### src/rtl/mpbd_pkg.sv
// Package for the multi-press button detector.
// Holds the item and configuration types, register indexes and reset values.
// Used by every module under rtl/.
`default_nettype none

package mpbd_pkg;

    localparam int unsigned TimerW = 16;
    localparam int unsigned CountW = 4;
    localparam int unsigned BlinkW = 3;

    localparam logic [TimerW-1:0] DebounceReset = 16'd20;
    localparam logic [TimerW-1:0] GapReset      = 16'd500;
    localparam logic [TimerW-1:0] BlinkOnReset  = 16'd400;
    localparam logic [TimerW-1:0] BlinkOffReset = 16'd200;

    localparam logic [CountW-1:0] CountMax = 4'd15;

    typedef enum logic [1:0] {
        CFG_DEBOUNCE  = 2'd0,
        CFG_GAP       = 2'd1,
        CFG_BLINK_ON  = 2'd2,
        CFG_BLINK_OFF = 2'd3
    } t_cfg_idx;

    typedef struct packed {
        logic [TimerW-1:0] debounce_ticks;
        logic [TimerW-1:0] gap_ticks;
        logic [TimerW-1:0] blink_on_ticks;
        logic [TimerW-1:0] blink_off_ticks;
    } t_cfg;

    typedef struct packed {
        logic press_edge;
        logic button_level;
    } t_in_item;

    typedef struct packed {
        logic              gesture_done;
        logic [CountW-1:0] press_count;
        logic              green_led;
    } t_out_item;

endpackage

`default_nettype wire

### src/rtl/mpbd_cfg_regs.sv
// Configuration registers of the multi-press button detector.
// Plain write port, reset to the package defaults; depends on mpbd_pkg.
`default_nettype none

module mpbd_cfg_regs (
    input  wire logic                    i_clk,
    input  wire logic                    i_rst_n,
    input  wire logic                    i_cfg_we,
    input  wire logic [1:0]              i_cfg_idx,
    input  wire logic [15:0]             i_cfg_data,
    output mpbd_pkg::t_cfg               o_cfg
);
    import mpbd_pkg::*;

    t_cfg r_cfg;
    t_cfg n_cfg;

    always_comb begin
        n_cfg = r_cfg;
        if (i_cfg_we) begin
            case (t_cfg_idx'(i_cfg_idx))
                CFG_DEBOUNCE:  n_cfg.debounce_ticks  = i_cfg_data;
                CFG_GAP:       n_cfg.gap_ticks       = i_cfg_data;
                CFG_BLINK_ON:  n_cfg.blink_on_ticks  = i_cfg_data;
                CFG_BLINK_OFF: n_cfg.blink_off_ticks = i_cfg_data;
                default:       n_cfg = r_cfg;
            endcase
        end
    end

    always_ff @(posedge i_clk) begin
        if (!i_rst_n) begin
            r_cfg.debounce_ticks  <= DebounceReset;
            r_cfg.gap_ticks       <= GapReset;
            r_cfg.blink_on_ticks  <= BlinkOnReset;
            r_cfg.blink_off_ticks <= BlinkOffReset;
        end else begin
            r_cfg <= n_cfg;
        end
    end

    assign o_cfg = r_cfg;

endmodule

`default_nettype wire

### src/rtl/mpbd_tracker.sv
// Press, debounce, gap and blinker state of the multi-press button detector.
// Advances one tick per step and forms that tick's result; depends on mpbd_pkg.
`default_nettype none

module mpbd_tracker (
    input  wire logic                    i_clk,
    input  wire logic                    i_rst_n,
    input  wire logic                    i_step,
    input  wire mpbd_pkg::t_in_item      i_item,
    input  wire mpbd_pkg::t_cfg          i_cfg,
    output mpbd_pkg::t_out_item          o_result
);
    import mpbd_pkg::*;

    logic              r_press, n_press;
    logic [CountW-1:0] r_count, n_count;
    logic [TimerW-1:0] r_deb_left, n_deb_left;
    logic              r_deb_run, n_deb_run;
    logic [TimerW-1:0] r_gap_left, n_gap_left;
    logic              r_gap_run, n_gap_run;
    logic [TimerW-1:0] r_blk_left, n_blk_left;
    logic              r_blk_run, n_blk_run;
    logic [BlinkW-1:0] r_blk_rem, n_blk_rem;
    logic              r_led, n_led;

    logic              blk_exp, deb_exp, gap_exp;
    logic [TimerW-1:0] blk_next;
    logic [CountW-1:0] reported;

    always_comb begin
        n_press    = r_press;
        n_count    = r_count;
        n_deb_left = r_deb_left;
        n_deb_run  = r_deb_run;
        n_gap_left = r_gap_left;
        n_gap_run  = r_gap_run;
        n_blk_left = r_blk_left;
        n_blk_run  = r_blk_run;
        n_blk_rem  = r_blk_rem;
        n_led      = r_led;
        blk_exp    = 1'b0;
        deb_exp    = 1'b0;
        gap_exp    = 1'b0;
        blk_next   = i_cfg.blink_on_ticks;
        reported   = '0;

        if (r_blk_run) begin
            if (r_blk_left <= 16'd1) begin
                n_blk_left = '0;
                n_blk_run  = 1'b0;
                blk_exp    = 1'b1;
            end else begin
                n_blk_left = r_blk_left - 16'd1;
            end
        end
        if (blk_exp) begin
            if (r_led) begin
                if (r_blk_rem != '0) begin
                    n_blk_rem = r_blk_rem - 3'd1;
                end
                n_led    = 1'b0;
                blk_next = i_cfg.blink_off_ticks;
            end else begin
                n_led    = 1'b1;
                blk_next = i_cfg.blink_on_ticks;
            end
            if (n_blk_rem != '0) begin
                n_blk_left = blk_next;
                n_blk_run  = 1'b1;
            end
        end

        if (r_deb_run) begin
            if (r_deb_left <= 16'd1) begin
                n_deb_left = '0;
                n_deb_run  = 1'b0;
                deb_exp    = 1'b1;
            end else begin
                n_deb_left = r_deb_left - 16'd1;
            end
        end
        if (deb_exp) begin
            if (i_item.button_level) begin
                n_deb_left = i_cfg.debounce_ticks;
                n_deb_run  = 1'b1;
            end else begin
                n_gap_left = i_cfg.gap_ticks;
                n_gap_run  = 1'b1;
                n_press    = 1'b0;
            end
        end

        if (n_gap_run) begin
            if (n_gap_left <= 16'd1) begin
                n_gap_left = '0;
                n_gap_run  = 1'b0;
                gap_exp    = 1'b1;
            end else begin
                n_gap_left = n_gap_left - 16'd1;
            end
        end
        if (gap_exp) begin
            reported = r_count;
            if (reported inside {4'd1, 4'd2, 4'd4, 4'd5}) begin
                n_led      = 1'b1;
                n_blk_rem  = reported[BlinkW-1:0];
                n_blk_left = i_cfg.blink_on_ticks;
                n_blk_run  = 1'b1;
            end
            n_count = '0;
        end

        if (i_item.press_edge && !n_press) begin
            n_press = 1'b1;
            if (n_count < CountMax) begin
                n_count = n_count + 4'd1;
            end
            n_deb_left = i_cfg.debounce_ticks;
            n_deb_run  = 1'b1;
            n_gap_left = i_cfg.gap_ticks;
            n_gap_run  = 1'b1;
        end
    end

    always_ff @(posedge i_clk) begin
        if (!i_rst_n) begin
            r_press    <= 1'b0;
            r_count    <= '0;
            r_deb_left <= '0;
            r_deb_run  <= 1'b0;
            r_gap_left <= '0;
            r_gap_run  <= 1'b0;
            r_blk_left <= '0;
            r_blk_run  <= 1'b0;
            r_blk_rem  <= '0;
            r_led      <= 1'b0;
        end else if (i_step) begin
            r_press    <= n_press;
            r_count    <= n_count;
            r_deb_left <= n_deb_left;
            r_deb_run  <= n_deb_run;
            r_gap_left <= n_gap_left;
            r_gap_run  <= n_gap_run;
            r_blk_left <= n_blk_left;
            r_blk_run  <= n_blk_run;
            r_blk_rem  <= n_blk_rem;
            r_led      <= n_led;
        end
    end

    assign o_result.gesture_done = gap_exp;
    assign o_result.press_count  = reported;
    assign o_result.green_led    = n_led;

`ifndef SYNTHESIS
    a_press_has_debounce: assert property (@(posedge i_clk) disable iff (!i_rst_n)
        r_press |-> r_deb_run)
        else $error("press active without debounce timer");
    a_count_has_gap: assert property (@(posedge i_clk) disable iff (!i_rst_n)
        (r_count != '0) |-> r_gap_run)
        else $error("pending presses without gap timer");
    a_blink_has_rem: assert property (@(posedge i_clk) disable iff (!i_rst_n)
        r_blk_run |-> (r_blk_rem != '0))
        else $error("blinker running with no blinks left");
    a_hold_on_stall: assert property (@(posedge i_clk) disable iff (!i_rst_n)
        !i_step |=> $stable(r_count) && $stable(r_led) && $stable(r_gap_left))
        else $error("state moved without a step");
`endif

endmodule

`default_nettype wire

### src/rtl/multi_press_button_detector.sv
// Multi-press button detector: top level.
// Input register, tick tracker and result register; depends on mpbd_pkg,
// mpbd_cfg_regs and mpbd_tracker.
//   Input channel (i_in_valid / o_in_ready / i_in_item) carries one time tick
//   per item: press edge flag and sampled button level.
//   Output channel (o_out_valid / i_out_ready / o_out_item) returns exactly one
//   item per tick: gesture done flag, press count, green LED drive.
//   Configuration port (i_cfg_we / i_cfg_idx / i_cfg_data) writes debounce,
//   gap, blink-on and blink-off tick counts; write only while idle.
// Timing:
//   An item is registered on acceptance; its result is registered in the
//   output register when the tracker advances, which waits while a result is held.
//   Throughput is one item per cycle while results are taken, set by the
//   combinational tracker update between the input and result registers.
// Reset:
//   Synchronous, active low; clears all press, timer and blinker state,
//   empties both registers and restores the default tick counts.
// Stall:
//   While a result waits, the tracker and input register hold; o_in_ready
//   drops once the input register is also full.
`default_nettype none

module multi_press_button_detector (
    input  wire logic                    i_clk,
    input  wire logic                    i_rst_n,
    input  wire logic                    i_in_valid,
    output logic                         o_in_ready,
    input  wire mpbd_pkg::t_in_item      i_in_item,
    output logic                         o_out_valid,
    input  wire logic                    i_out_ready,
    output mpbd_pkg::t_out_item          o_out_item,
    input  wire logic                    i_cfg_we,
    input  wire logic [1:0]              i_cfg_idx,
    input  wire logic [15:0]             i_cfg_data
);
    import mpbd_pkg::*;

    t_cfg      cfg;
    t_out_item result;
    logic      advance;

    logic      r_in_valid;
    t_in_item  r_in_item;
    logic      r_out_valid;
    t_out_item r_out_item;

    assign advance    = r_in_valid && (!r_out_valid || i_out_ready);
    assign o_in_ready = !r_in_valid || advance;

    mpbd_cfg_regs u_cfg (
        .i_clk      (i_clk),
        .i_rst_n    (i_rst_n),
        .i_cfg_we   (i_cfg_we),
        .i_cfg_idx  (i_cfg_idx),
        .i_cfg_data (i_cfg_data),
        .o_cfg      (cfg)
    );

    mpbd_tracker u_tracker (
        .i_clk    (i_clk),
        .i_rst_n  (i_rst_n),
        .i_step   (advance),
        .i_item   (r_in_item),
        .i_cfg    (cfg),
        .o_result (result)
    );

    always_ff @(posedge i_clk) begin
        if (!i_rst_n) begin
            r_in_valid <= 1'b0;
        end else if (o_in_ready) begin
            r_in_valid <= i_in_valid;
        end
    end

    always_ff @(posedge i_clk) begin
        if (o_in_ready && i_in_valid) begin
            r_in_item <= i_in_item;
        end
    end

    always_ff @(posedge i_clk) begin
        if (!i_rst_n) begin
            r_out_valid <= 1'b0;
        end else if (advance) begin
            r_out_valid <= 1'b1;
        end else if (i_out_ready) begin
            r_out_valid <= 1'b0;
        end
    end

    always_ff @(posedge i_clk) begin
        if (advance) begin
            r_out_item <= result;
        end
    end

    assign o_out_valid = r_out_valid;
    assign o_out_item  = r_out_item;

endmodule

`default_nettype wire
### config.mk
export PLATFORM = sky130hd
export DESIGN_NAME = multi_press_button_detector
export DESIGN_NICKNAME = d
export VERILOG_FILES = /design/src/rtl/mpbd_pkg.sv /design/src/rtl/mpbd_cfg_regs.sv /design/src/rtl/mpbd_tracker.sv /design/src/rtl/multi_press_button_detector.sv
export SDC_FILE = /design/constraint.sdc
export NUM_CORES = 1
export LEC_CHECK = 0
export ABC_AREA = 1
export BUFFER_PORTS_ARGS = -buffer_cell sky130_fd_sc_hd__clkbuf_2
export CAP_MARGIN = 20
export CORE_MARGIN = 1
export CORE_UTILIZATION = 30
export CTS_CLUSTER_SIZE = 30
export DETAILED_ROUTE_END_ITERATION = 8
export GPL_ROUTABILITY_DRIVEN = 0
export PLACE_DENSITY = 0.45
export SYNTH_ARGS = -nofsm -noshare
export SYNTH_HDL_FRONTEND = slang
export SYNTH_SLANG_ARGS = --single-unit
### constraint.sdc
create_clock -name i_clk -period 2.55 [get_ports i_clk]
set_input_delay 0.6375 -clock i_clk [delete_from_list [all_inputs] [get_ports i_clk]]
set_output_delay 0.6375 -clock i_clk [all_outputs]
set_load 0.1 [all_outputs]
Word-level counts from Yosys, hierarchy flattened
Index checks and enable logic that the tools add are counted.

word-level totals
  memories = 0
  bits in registers = 134
  bits in read-only memories = 0
  logic and storage cells = 111
  memory bits (writable) = 0
  bits in latches = 0
  output and inout port bits = 8
  input port bits = 25

operators by class
  eq/ne operators = 7
  divide/modulo/power cells = 0
  $add $sub $neg = 5
  shift operators = 0
  reductions and logical operators = 17
  bitwise operators = 0
  $mul = 0
  $lt $le $gt $ge = 4
  mux-type cells = 57

operator list
  cell                                                              count
  two-way mux 16 bit                                                17
  less-or-equal comparator 16 x 1 -> 1 bit (second input constant)  3
  subtractor 16 x 1 -> 16 bit (second input constant)               3
  two-way mux 1 bit                                                 31
  two-way mux 3 bit                                                 6
  two-way mux 4 bit                                                 3
  equality test 4 x 3 -> 1 bit (second input constant)              2
  AND reduction 2 bit                                               4
  nonzero test 3 bit                                                2
  adder 4 x 1 -> 4 bit (second input constant)                      1
  equality test 2 bit (second input constant)                       2
  equality test 4 x 1 -> 1 bit (second input constant)              1
  equality test 4 x 2 -> 1 bit (second input constant)              1
  < comparator 4 bit (second input constant)                        1
  nonzero test 4 bit                                                1
  logical AND 1 bit                                                 3
  zero test 1 bit                                                   3
  subtractor 3 x 1 -> 3 bit (second input constant)                 1
  equality test 2 x 1 -> 1 bit (second input constant)              1
  zero test 2 bit                                                   1
  logical OR 1 bit                                                  2
  nonzero test 2 bit                                                1

Logic depth before layout (Yosys ltp)
  depth after elaboration = 11
  mapped depth = 23

Cells and area by module
A second synthesis with hierarchy kept.

unflattened totals
  cells, all modules = 1146
  area, all modules = 7783.7 µm²

modules (own cells, without submodules)
  module                       times used  area an instance (µm²)  cells an instance
  mpbd_tracker                 1           4845.9                  736
  mpbd_cfg_regs                1           2602.5                  389
  multi_press_button_detector  1           335.3                   21

Worst setup path before layout
OpenSTA, ideal clock, no wires.

  path kind = flip-flop to flip-flop
  start = reg r_out_valid (netlist: o_out_valid)
  end = reg r_in_item[0] (netlist bit), enable pin
  data arrival time = 2.376 ns
  setup slack = -0.079 ns
  cell stages (with the launch flop) = 4
  setup time = 0.253 ns
  clock period less this slack = 2.629 ns
  path through = dfxtp_1 nand3_1 nand2_1 inv_1

on the way
  cells in the longest elaborated chain, start to end = 5

RTL lines
  item                    line                               text
  start, declared         multi_press_button_detector.sv:44  logic r_out_valid;
  start signal, assigned  multi_press_button_detector.sv:84  r_out_valid <= 1'b0;
  start signal, assigned  multi_press_button_detector.sv:86  r_out_valid <= 1'b1;
  start signal, assigned  multi_press_button_detector.sv:88  r_out_valid <= 1'b0;
  zero test 1 bit         multi_press_button_detector.sv:47  assign advance = r_in_valid && (!r_out_valid || i_out_ready);
  logical OR 1 bit        multi_press_button_detector.sv:47
  logical AND 1 bit       multi_press_button_detector.sv:47
  logical OR 1 bit        multi_press_button_detector.sv:48  assign o_in_ready = !r_in_valid || advance;
  named net o_in_ready    multi_press_button_detector.sv:27  output logic o_in_ready,
  logical AND 1 bit       multi_press_button_detector.sv:77  if (o_in_ready && i_in_valid) begin
  end signal, assigned    multi_press_button_detector.sv:78  r_in_item <= i_in_item;
  end, declared           multi_press_button_detector.sv:43  t_in_item r_in_item;

The timed path passes the listed nets, and every way through them passes these cells.
A chain may end at the register's enable or synchronous reset.

Worst setup path after layout
  start = reg u_tracker.r_deb_left[0]
  end = reg u_tracker.r_blk_rem[2]

on the way
  cells in the longest elaborated chain, start to end = 8
  elaborated cells on any way between the ends = 9
  those cells by class = order compare (2); mux (7)

RTL lines
  item                                        line                 text
  start, declared                             mpbd_tracker.sv:17   logic [TimerW-1:0] r_deb_left, n_deb_left;
  start signal, assigned                      mpbd_tracker.sv:140  r_deb_left <= n_deb_left;
  less-or-equal comparator 16 x 1 -> 1 bit *  mpbd_tracker.sv:74   if (r_deb_left <= 16'd1) begin
  two-way mux 1 bit *                         mpbd_tracker.sv:74
  two-way mux 1 bit *                         mpbd_tracker.sv:73   if (r_deb_run) begin
  two-way mux 16 bit                          mpbd_tracker.sv:82   if (deb_exp) begin
  less-or-equal comparator 16 x 1 -> 1 bit    mpbd_tracker.sv:94   if (n_gap_left <= 16'd1) begin
  two-way mux 1 bit                           mpbd_tracker.sv:94
  two-way mux 1 bit *                         mpbd_tracker.sv:93   if (n_gap_run) begin
  two-way mux 3 bit *                         mpbd_tracker.sv:102  if (gap_exp) begin
  end signal, assigned                        mpbd_tracker.sv:146  r_blk_rem <= n_blk_rem;
  end, declared                               mpbd_tracker.sv:23   logic [BlinkW-1:0] r_blk_rem, n_blk_rem;

Mark *: on every way between the ends. The rest lies on a longest branch, timed or not.

==> summary.txt <==
Worst setup path
  – Reg2reg setup slack: -0.07 ns
  – WP buf/inv: 4
  – Crit path max-delay family: simple AND/OR/NAND/NOR gates
  – Crit path required time: 2.84 ns
  – Most used cell, CP: nand2_2
  – Reg2reg start: u_tracker.r_deb_left[0]
  – Slowest cell on the critical path: dfxtp_4
  – Max FO, Critical Path: 6
  – Worst setup path startpoint: u_tracker.r_deb_left[0]
  – Critical path endpoint category: flop
  – Kind of critical path: flop to flop
  – Crit path DAT: 2.91 ns
  – Worst reg2reg path depth: 21
  – Critical Path, Cell by Cell: inv_4 -> ha_4 -> inv_2 -> nand2_2 -> nand2_2 -> nor2_4 -> nand4_4 -> nand2_2 -> o21ai_4 -> inv_2 -> ha_4 -> nor2_2 -> nor2_1 -> nand2_1 -> nor2_4 -> nand3_4 -> nor2_8 -> buf_4 -> nand2_1 -> o211ai_2 -> a21oi_2
  – RR Endpoint: u_tracker.r_blk_rem[2]
  – Nature of the critical path startpoint: flop
  – Worst setup path end: u_tracker.r_blk_rem[2]
  – CP Depth: 21
  – Crit-path max cell delay: between 0.3 and 0.4 ns

Detailed routing
  – DR pass1 iterations: 5
  – Post-DRT Antenna Nets: 0
  – Vias: 7097
  – Final WL: 22300 um
  – DR WL/cell: approximately 15 um
  – Number of remaining DRC errors: 0
  – Via density: approximately 4.8
  – Iteration-0 DRC Markers: ~440

Synthesis
  – Yosys warning count: 0
  – Register area share after synthesis: 0.382
  – Cell count after synthesis: around 1000
  – Synthesized cell area: 0.00723 sq mm
  – Main synth FF type: dfxtp_1
  – Count leader, synth: nand2_1
  – Async SR Flop Fraction: 0
  – Cell taking the most area after synthesis: dfxtp_1
  – Post-synth EDFFs: 8
  – Top cells by count, synth: nand2_1 (203), nor2_1 (145), dfxtp_1 (126)
  – Yosys cell types: 45
  – Syn avg cell area: around 6.9 sq um
  – Area contributors post-synth: dfxtp_1 (35%), nand2_1 (11%), nor2_1 (7.5%), o21ai_0 (6.4%), a21oi_1 (6.0%)
  – #FFs+latches synth: ~130
  – Synthesized Nets: approximately 1100
  – Top cell type's share of synthesized area: 0.349

Pwr
  – Power Total: 0.00600 W
  – Switching Fraction: 0.281
  – Leak pwr: between 3 and 4 nW
  – Comb power frac: 0.190
  – P_sw: about 0.0017 W
  – Seq pwr share: 0.382
  – Clock network fraction of total power: 0.428
  – Power Density: 640 mW/mm^2
  – P_int: between 0.004 and 0.005 W
  – Peak supply drop: slightly above 0.0005 V

Floorplan
  – Chip width: around 160 um
  – Ports: 33
  – Die height: 157 um
  – Starting Density: 0.307
  – Num rows: 56
  – Die area: between 0.02 and 0.025 sq mm
  – Core area: ~0.024 sq mm

Layout
  – Area delta synth->final: 29.8%
  – Number of diodes: 0
  – Fraction of layout cells with a size suffix above 1: 0.234
  – Nets: 1190

Clock tree
  – H-tree depth: 4
  – Hold buffer count at cts: 0
  – Clock latency on the worst-skew pair: 0.42 ns
  – Clock sinks: approximately 130
  – Clock tree buffer depth: 2
  – Cts bufs inserted: 17
  – CTS root buf: clkbuf_16
  – Clock transition at path regs: roughly 0.070 ns
  – TritonCTS clock tree: yes

Timing
  – Slew Limit Fails: 0
  – Final Hold Fails: 0
  – Unrepaired setup endpoints after global routing: yes
  – Relative slew slack: 0.577
  – Worst slew pin tran: around 0.63 ns
  – F_max: ~0.38 GHz
  – Final period utilization: 1.03
  – Period minus WS final: ~2.6 ns
  – Hold slack: between 0.3 and 0.4 ns
  – Final worst slack: -0.0743 ns
  – Setup violations, final: 16
  – Clk_skew: 0.0158 ns

Run status
  – Status: finished, violations left
  – Failing checks: negative setup slack

GRT
  – Total grt overflow: 0
  – First-pass GRT wire length: about 35000 um
  – GRT Overall Usage: 0.187
  – Initial antenna violation count: 0
  – Vias in the first global route: 6503
  – Largest net degree at the start of global routing: 77

Run
  – MaxCap Viol Count: 0

Min path
  – Hold WC Path Type: input port to flop
  – Hold Crit Start: i_in_item[1]

Placed design
  – Dpl ws: -0.159 ns
  – # port buffers: 32
  – Post-DP HPWL: around 16000 um
kinds of logic after synthesis:
logic type | after synthesis | share of synthesized area
simple gates | 466 | 0.285
compound gates | 259 | 0.204
buf+inv | 149 | 0.0841
flops | 134 | 0.382
xor+xnor | 24 | 0.0291
fa+ha+maj | 9 | 0.0156
worst min path at each step:
stage               slack [ns]  cells after the start              end
finish                    0.39                      1     r_in_item[1]
global placement          0.44                      2  u_cfg.o_cfg[11]
CTS                       0.38                      1     r_in_item[1]
detailed placement        0.45                      2  u_cfg.o_cfg[11]
floorplan                 0.43                      2   u_cfg.o_cfg[3]
global route              0.37                      1     r_in_item[0]
final cells by class:
| class | count | area (sq um) |
|---|---|---|
| Clock buffer | 24 | 492 |
| Clock inverter | 8 | 121 |
| Fill cell | 2543 | 14200 |
| Inverter | 97 | 369 |
| Multi-Input combinational cell | 758 | 4070 |
| Sequential cell | 134 | 2770 |
| Tap cell | 319 | 399 |
| Timing Repair Buffer | 148 | 1160 |
sequential cells by signal, indices dropped and copies added (netlist names):
register              cells
r_in_item                 2
u_tracker.r_blk_run       1
u_tracker.r_gap_run       1
u_tracker.r_deb_run       1
r_in_valid                1
u_tracker.r_count         4
o_out_item                6
u_tracker.r_blk_left     16
o_out_valid               1
u_tracker.r_gap_left     16
u_tracker.r_press         1
u_tracker.r_led           1
u_tracker.r_deb_left     16
u_cfg.o_cfg              64
u_tracker.r_blk_rem       3
routing by layer:
layer	track usage	routed length [um]	vias up
met2	0.306	10500	92
met3	0.0253	472	23
met1	0.253	11000	3276
li1	-	-	3706
met5	0	0	-
met4	0.0564	364	0
cell usage in the layout (no fill, tap or decap), types with 4 or more instances in the layout:
| cell type | netlist | final |
|---|---|---|
| a221oi_1 | 8 | 8 |
| xnor2_1 | 8 | 8 |
| clkbuf_8 | 0 | 4 |
| o21ai_1 | 18 | 18 |
| a21oi_2 | 3 | 8 |
| nor2_2 | 5 | 12 |
| o21ai_0 | 92 | 88 |
| nand3_2 | 1 | 4 |
| nand3_1 | 60 | 57 |
| o211ai_2 | 6 | 6 |
| a21oi_1 | 86 | 81 |
| nor3_1 | 9 | 9 |
| nand2_2 | 13 | 26 |
| nor2_1 | 145 | 135 |
| ha_4 | 0 | 4 |
| o211ai_1 | 10 | 10 |
| a31oi_1 | 13 | 13 |
| inv_1 | 92 | 87 |
| dfxtp_1 | 126 | 124 |
| nor2_4 | 9 | 12 |
| a211oi_1 | 5 | 5 |
| buf_12 | 0 | 7 |
| nand4_1 | 7 | 7 |
| nand2_1 | 203 | 188 |
| buf_4 | 1 | 104 |
| clkbuf_2 | 0 | 32 |
| edfxtp_1 | 8 | 8 |
| o22ai_1 | 10 | 10 |
| nor4_1 | 7 | 6 |
| clkbuf_16 | 0 | 19 |
| inv_2 | 2 | 5 |
| xor2_1 | 16 | 16 |
| ha_1 | 9 | 5 |
stage by stage:
| step | util | instances | setup TNS [ns] | area [sq um] |
|---|---|---|---|---|
| after floorplan | - | 1041 | 0 | 7240 |
| after global placement | 0.356 | 1442 | -2.61 | 8380 |
| after detailed placement | 0.356 | 1442 | -4.18 | 8380 |
| after CTS | 0.389 | 1480 | -0.255 | 9150 |
| after global routing | 0.398 | 1488 | -6.98 | 9380 |
| final | 0.398 | 1488 | -0.576 | 9380 |
worst register-to-register path, cell delays in order (launching register included):
cell      delay, ns
dfxtp_4        0.36
inv_4          0.06
ha_4           0.13
inv_2          0.03
nand2_2        0.04
nand2_2        0.06
nor2_4         0.11
nand4_4        0.16
nand2_2        0.13
o21ai_4        0.08
inv_2          0.08
ha_4           0.13
nor2_2         0.03
nor2_1         0.09
nand2_1        0.09
nor2_4         0.14
nand3_4        0.15
nor2_8         0.22
buf_4          0.19
nand2_1        0.08
o211ai_2       0.07
a21oi_2        0.06
power by group through the flow:
stage,clock network [W],logic [W],registers [W]
6_report,0.00257,0.00114,0.00230
5_1_grt,0.00271,0.00127,0.00231
3_3_place_gp,0,0.00108,0.00234
2_1_floorplan,0,0.000643,0.00236
4_1_cts,0.00262,0.00111,0.00230
3_5_place_dp,0,0.00108,0.00234
what timing repair did:
| item | CTS | global route |
|---|---|---|
| gates cloned | 0 | 3 |
| buffers inserted | 6 | 5 |
| pin swaps | 3 | 12 |
| setup endpoints to repair | 40 | 45 |
| resized for setup | 32 | 35 |
Power figures use the tool's default switching activity.
